$ cat src/rtl/core/mma_pkg.sv
`timescale 1ns / 1ps
// ----------------------------------------------------------------------------
// mma_pkg: shared types and constants of the multichannel moving average
// Transaction payload structs and the fixed scaling constants.
// ----------------------------------------------------------------------------
package mma_pkg;

  localparam int unsigned SAMPLE_W   = 12;
  localparam int unsigned CH_FIELD_W = 2;
  localparam int unsigned EN_W       = 4;
  localparam int unsigned PROD_W     = 24;
  localparam int unsigned RECIP_W    = 25;
  localparam int unsigned RECIP_FW   = PROD_W + RECIP_W;
  localparam int unsigned RECIP_SH   = 36;

  localparam logic [EN_W-1:0]     EN_RESET      = 4'hF;
  localparam logic [SAMPLE_W-1:0] FULL_SCALE_MV = 12'd3300;
  localparam logic [SAMPLE_W-1:0] FULL_SCALE_CD = 12'd4095;
  // ceil(2^36 / 4095): exact floor division by 4095 for products below 2^24
  localparam logic [RECIP_W-1:0]  RECIP_M       = 25'd16781314;

  typedef struct packed {
    logic [CH_FIELD_W-1:0] channel;
    logic [SAMPLE_W-1:0]   sample;
  } in_t;

  typedef struct packed {
    logic [CH_FIELD_W-1:0] out_channel;
    logic [SAMPLE_W-1:0]   average;
    logic [SAMPLE_W-1:0]   millivolts;
  } out_t;

endpackage

$ cat src/rtl/core/multichannel_moving_average.sv
`timescale 1ns / 1ps
// ----------------------------------------------------------------------------
// multichannel_moving_average: per-channel running-sum moving average
// Takes one sample per cycle unless stalled; returns channel, average, millivolts.
// ----------------------------------------------------------------------------
// A sample transaction is taken every cycle while stall_o is low; its result
// passes history read, total update, scale multiply and reciprocal divide;
// stages hold independently so bubbles collapse under output stall. Sample
// history lives in one single-port read-first RAM of CHANNELS * 2^AVG_BITS
// words: the evicted sample is read and the new one written in the same
// cycle, so successive samples of one channel need no interlock. Running
// totals and ring pointers are flip-flops. After reset the RAM is cleared
// one word a cycle, all CHANNELS * 2^AVG_BITS words, with stall_o held high;
// channel_enable writes are taken throughout. Samples of disabled channels,
// or of channels at or above CHANNELS, are consumed without a result.
module multichannel_moving_average #(
  parameter int unsigned AVG_BITS = 4,
  parameter int unsigned CHANNELS = 4
) (
  input  logic                        clk_i,
  input  logic                        rst_ni,
  input  logic                        valid_i,
  output logic                        stall_o,
  input  mma_pkg::in_t                data_i,
  output logic                        valid_o,
  input  logic                        stall_i,
  output mma_pkg::out_t               data_o,
  input  logic                        cfg_we_i,
  input  logic [mma_pkg::EN_W-1:0]    cfg_data_i
);

  import mma_pkg::*;

  localparam int unsigned WINDOW   = 1 << AVG_BITS;
  localparam int unsigned DEPTH    = CHANNELS * WINDOW;
  localparam int unsigned CH_IDX_W = (CHANNELS > 1) ? $clog2(CHANNELS) : 1;
  localparam int unsigned POS_W    = (AVG_BITS > 0) ? AVG_BITS : 1;
  localparam int unsigned TOT_W    = SAMPLE_W + AVG_BITS;
  localparam int unsigned ADDR_W   = CH_IDX_W + AVG_BITS;
  localparam logic [POS_W-1:0]  POS_MASK = POS_W'(WINDOW - 1);
  localparam logic [ADDR_W-1:0] CLR_LAST = ADDR_W'(DEPTH - 1);

  // configuration
  logic [EN_W-1:0] en_q;

  // clearing pass
  logic              clr_q, clr_d;
  logic [ADDR_W-1:0] clr_cnt_q, clr_cnt_d;

  // per-channel state
  logic [POS_W-1:0] pos_q [CHANNELS];
  logic [TOT_W-1:0] tot_q [CHANNELS];

  // history RAM
  logic [SAMPLE_W-1:0] hist_mem [DEPTH];
  logic                mem_we;
  logic [ADDR_W-1:0]   mem_addr;
  logic [SAMPLE_W-1:0] mem_wdata;
  logic [SAMPLE_W-1:0] rd_q;

  // accept stage
  logic                accept, go, ch_ok;
  logic [CH_IDX_W-1:0] ch_idx;
  logic [POS_W-1:0]    pos_cur, pos_d;
  logic [ADDR_W-1:0]   acc_addr;

  // pipeline
  logic                s1_v_q, s2_v_q, s3_v_q, out_v_q;
  logic                en1, en2, en3, en_out;
  logic [CH_IDX_W-1:0] s1_ch_q;
  logic [SAMPLE_W-1:0] s1_smp_q;
  logic [TOT_W-1:0]    tot_new;
  logic [CH_FIELD_W-1:0] s2_ch_q, s3_ch_q;
  logic [SAMPLE_W-1:0] s2_avg_q, s3_avg_q;
  logic [PROD_W-1:0]   s3_prod_q;
  logic [RECIP_FW-1:0] recip_full;
  out_t                out_q;

  // handshake
  assign en_out  = !out_v_q || !stall_i;
  assign en3     = !s3_v_q || en_out;
  assign en2     = !s2_v_q || en3;
  assign en1     = !s1_v_q || en2;
  assign stall_o = clr_q || !en1;
  assign accept  = valid_i && !stall_o;

  assign ch_ok    = 32'(data_i.channel) < CHANNELS;
  assign ch_idx   = CH_IDX_W'(data_i.channel);
  assign go       = accept && en_q[data_i.channel] && ch_ok;
  assign pos_cur  = pos_q[ch_idx] & POS_MASK;
  assign pos_d    = (pos_cur + POS_W'(1)) & POS_MASK;
  assign acc_addr = (ADDR_W'(ch_idx) << AVG_BITS) | ADDR_W'(pos_cur);

  assign mem_we    = clr_q || go;
  assign mem_addr  = clr_q ? clr_cnt_q : acc_addr;
  assign mem_wdata = clr_q ? '0 : data_i.sample;

  always_comb begin
    clr_d     = clr_q;
    clr_cnt_d = clr_cnt_q;
    if (clr_q) begin
      clr_cnt_d = clr_cnt_q + ADDR_W'(1);
      if (clr_cnt_q == CLR_LAST) begin
        clr_d = 1'b0;
      end
    end
  end

  // read-first: the evicted word comes out while the new sample goes in
  always_ff @(posedge clk_i) begin
    if (mem_we) begin
      hist_mem[mem_addr] <= mem_wdata;
    end
    if (go) begin
      rd_q <= hist_mem[mem_addr];
    end
  end

  assign tot_new = tot_q[s1_ch_q] - TOT_W'(rd_q) + TOT_W'(s1_smp_q);

  assign recip_full = RECIP_FW'(s3_prod_q) * RECIP_FW'(RECIP_M);

  always_ff @(posedge clk_i or negedge rst_ni) begin
    if (!rst_ni) begin
      en_q      <= EN_RESET;
      clr_q     <= 1'b1;
      clr_cnt_q <= '0;
      s1_v_q    <= 1'b0;
      s2_v_q    <= 1'b0;
      s3_v_q    <= 1'b0;
      out_v_q   <= 1'b0;
      for (int i = 0; i < CHANNELS; i++) begin
        pos_q[i] <= '0;
        tot_q[i] <= '0;
      end
    end else begin
      if (cfg_we_i) begin
        en_q <= cfg_data_i;
      end
      clr_q     <= clr_d;
      clr_cnt_q <= clr_cnt_d;
      if (go) begin
        pos_q[ch_idx] <= pos_d;
      end
      if (s1_v_q && en2) begin
        tot_q[s1_ch_q] <= tot_new;
      end
      if (en1) begin
        s1_v_q <= go;
      end
      if (en2) begin
        s2_v_q <= s1_v_q;
      end
      if (en3) begin
        s3_v_q <= s2_v_q;
      end
      if (en_out) begin
        out_v_q <= s3_v_q;
      end
    end
  end

  always_ff @(posedge clk_i) begin
    if (go) begin
      s1_ch_q  <= ch_idx;
      s1_smp_q <= data_i.sample;
    end
    if (en2 && s1_v_q) begin
      s2_ch_q  <= CH_FIELD_W'(s1_ch_q);
      s2_avg_q <= SAMPLE_W'(tot_new >> AVG_BITS);
    end
    if (en3 && s2_v_q) begin
      s3_ch_q   <= s2_ch_q;
      s3_avg_q  <= s2_avg_q;
      s3_prod_q <= PROD_W'(s2_avg_q) * PROD_W'(FULL_SCALE_MV);
    end
    if (en_out && s3_v_q) begin
      out_q.out_channel <= s3_ch_q;
      out_q.average     <= s3_avg_q;
      out_q.millivolts  <= SAMPLE_W'(recip_full >> RECIP_SH);
    end
  end

  assign valid_o = out_v_q;
  assign data_o  = out_q;

endmodule

$ cat config.mk
export PLATFORM = sky130hd
export DESIGN_NAME = multichannel_moving_average
export DESIGN_NICKNAME = d
export VERILOG_FILES = /design/src/rtl/core/mma_pkg.sv /design/src/rtl/core/multichannel_moving_average.sv
export SDC_FILE = /design/constraint.sdc
export NUM_CORES = 1
export LEC_CHECK = 0
export BUFFER_PORTS_ARGS = -buffer_cell sky130_fd_sc_hd__buf_2
export CAP_MARGIN = 10
export CORE_MARGIN = 8
export CORE_UTILIZATION = 40
export DETAILED_ROUTE_END_ITERATION = 7
export MAX_ROUTING_LAYER = met4
export SLEW_MARGIN = 20
export SYNTH_ARGS = -nofsm -noshare
export SYNTH_HDL_FRONTEND = slang
export SYNTH_SLANG_ARGS = --single-unit
export TNS_END_PERCENT = 10
$ cat constraint.sdc
create_clock -name clk_i -period 13.5 [get_ports clk_i]
set_input_delay 2.7 -clock clk_i [delete_from_list [all_inputs] [get_ports clk_i]]
set_output_delay 2.7 -clock clk_i [all_outputs]
set_load 0.01 [all_outputs]
==> run metrics <==
status=finished clean; Slew Viols, Final=0; worst rel slew slack=0.2632; Critical Path RT=~14 ns; CTS root buf=clkbuf_16; post-route ant nets=0; Cells after Synth=between 2000 and 3000; share of layout cells above drive strength 1=0.1482; # port buffers=50; most frequent cell after synthesis=edfxtp_1; Final Util=0.4583; DP Worst Slack=6.184 ns; area of the multi-input gates=approximately 0.012 sq mm; Avg Vias per Cell=between 5 and 6; Hold Vio Cnt, Final=0; first-pass GRT wire length=approximately 170 mm; worst hold path type=reg -> reg; initial core utilization=0.4030; Synth Warn #=0; Synth top area share=0.6359; Tightest Pin Transition=~1.1 ns; via count=about 25000; Max Clock Freq=147.9 MHz; setup TNS=0 ns; Final Skew=approximately 0.046 ns; average size of a mapped cell=15.16 sq um; # resized after CTS=0; Main synth FF type=edfxtp_1; final wirelength=between 100 and 150 mm; register area=around 0.028 sq mm; clk buf depth=3; drt drc=0; hold buffers post-CTS=0; flops & latches, synth=about 960; Die W=335.9 um; Tot GR Track Use=0.2049; GR Overflow Total=0; CP Max Fanout=26; DIE AREA=0.1129 sq mm; post-synthesis net count=a little under 3000; CP startpoint kind=input pin; largest net degree at the start of global routing=102; nets=just over 3000; Rows=117; Ports=51; leading post-synthesis cells by cell area=edfxtp_1, dfrtp_1, ha_1; CTS Sinks=a little under 1000; worst setup margin=6.740 ns; Arr. time, crit path=roughly 7.0 ns; Die Ht=between 300 and 400 um; Post-synth EDFFs=slightly below 900; max cap viols=0; vias in the first global route=25180; kind of end point of the critical path=register; endpoints failing setup=0; DP Cell Count=approximately 4100; CP max-delay cell=nor2_1; unrepaired setup endpoints after global routing=no; worst-path cell chain=buf_2, mux2i_1, o221ai_4, buf_4, nor2_4, buf_4, nand2_1, nor2_1; non-filler cells, final=between 4000 and 5000; Async SR Flop Fraction=0.09875; H-tree depth=3; TritonRoute pass-1 iters=8; Syn Std Cell Area=slightly above 0.04 sq mm; crit share post-route=0.5007; Post-CTS Setup Bufs=0; drt first-iter violations=between 3000 and 4000; hpwl dp=~71 mm; TritonCTS clock tree=done; kind of critical path=in -> reg; RD Place Congestion=between 0.8 and 0.9; core box area=between 0.1 and 0.15 sq mm; clk_lat worst skew=about 0.68 ns; area leader, netlist=edfxtp_1; min Tclk post-route=about 6.8 ns; cts bufs inserted=between 90 and 100; Crit path largest cell delay=roughly 1.0 ns; Clock transition at path regs=0.06 ns; WL per Instance=27.03 um; Fillers=8745; number of distinct library cells after synthesis=72; antenna violations before repair=2; Seq/Total Area, Yosys=0.6941; Synth-to-Final Area Change=13.72%; top cells by count, synth=edfxtp_1, nand2_1, ha_1; CP most frequent cell=buf_4
## path summary, 6_finish.rpt
check	start	end	slack (ns)	depth (start not counted)
setup / recovery	data_i[12]	hist_mem[49][8]	6.74	8
hold / removal	s3_avg_q[9]	data_o[21]	0.42	0
setup reg to reg	clr_q	hist_mem[49][8]	8.16	8
hold reg to reg	s3_avg_q[9]	data_o[21]	0.42	0
max in group asynchronous	rst_ni	tot_q[1]	10.42	2
min in group asynchronous	rst_ni	valid_o	2.00	1
## per-stage QoR
| stage | cell area (sq um) | hold slack [ns] |
|---|---|---|
| after detailed placement | 43260 | 0.4045 |
| after CTS | 46530 | 0.4160 |
| final | 46560 | 0.4158 |
| after floorplan | 40940 | 0.4003 |
| after global placement | 43190 | 0.4012 |
| after global routing | 46560 | 0.4238 |
## routing by layer
layer  wire, um  part of all wire  GRT usage  vias up
li1           -                 -          -    10720
met1      44090              0.38     0.2611    12810
met2      54820              0.48     0.3279     1366
met3      11960              0.10    0.04155      221
met4       3855             0.034    0.06982        0
met5          0                 0          -        -
## layout make-up
class / count / area share
inverter: 128 / 0.01032
clock inverter: 57 / 0.01416
clock buffer: 123 / 0.05606
multi-input combinational: 1480 / 0.2539
tap: 1368 / 0.03676
timing repair buffer: 125 / 0.01833
antenna: 1 / 0.00005375
sequential: 962 / 0.6104
## cells in the final DEF, fill, tap and decap left out, drive strengths merged, types with 10 or more instances in the layout
master / Yosys / final
edfxtp: 867 / 867
nand2: 250 / 250
ha: 179 / 179
inv: 128 / 131
a22oi: 127 / 127
a21oi: 126 / 126
buf: 47 / 125
clkbuf: 83 / 123
nor2: 111 / 111
dfrtp: 90 / 90
a222oi: 65 / 65
mux2: 64 / 64
o21ai: 48 / 48
a31oi: 48 / 48
a22o: 47 / 47
fa: 41 / 41
clkinv: 0 / 40
xnor2: 38 / 38
nand3: 35 / 35
mux2i: 29 / 29
a221oi: 22 / 22
mux4: 21 / 21
nor3: 17 / 17
nor2b: 17 / 17
xor2: 14 / 14
nand4: 13 / 13
and3: 13 / 13
o211ai: 13 / 13
a21o: 13 / 13
bufinv: 0 / 12
o2bb2ai: 11 / 11
o21a: 10 / 10
## registers in the layout (all words and copies together) (netlist names), 2 cells and up
name / flops
s2_ch_q: 2
s3_avg_q: 12
data_o: 26
s1_smp_q: 12
clr_cnt_q: 6
s3_ch_q: 2
pos_q: 16
rd_q: 12
s3_prod_q: 19
s1_ch_q: 2
en_q: 4
hist_mem: 768
s2_avg_q: 12
tot_q: 64
## critical path: cells and delay by family
family          cells  cell delay (ns)
buf+inv             3             1.23
mux                 1             0.52
compound gates      1             0.14
simple gates        3             2.36
## cell families after synthesis
| logic type | synth area share |
|---|---|
| AO/OA/AOI/OAI | 0.1060 |
| buffers and inverters | 0.02503 |
| multiplexers | 0.03634 |
| adder cells (fa/ha/maj) | 0.07475 |
| XOR/XNOR | 0.01112 |
| AND/OR/NAND/NOR | 0.05262 |
| flip-flops | 0.6941 |
Power is left out: the tool's default activity adds up to more than one toggle a clock period on the data nets, which glitch-free logic cannot reach.
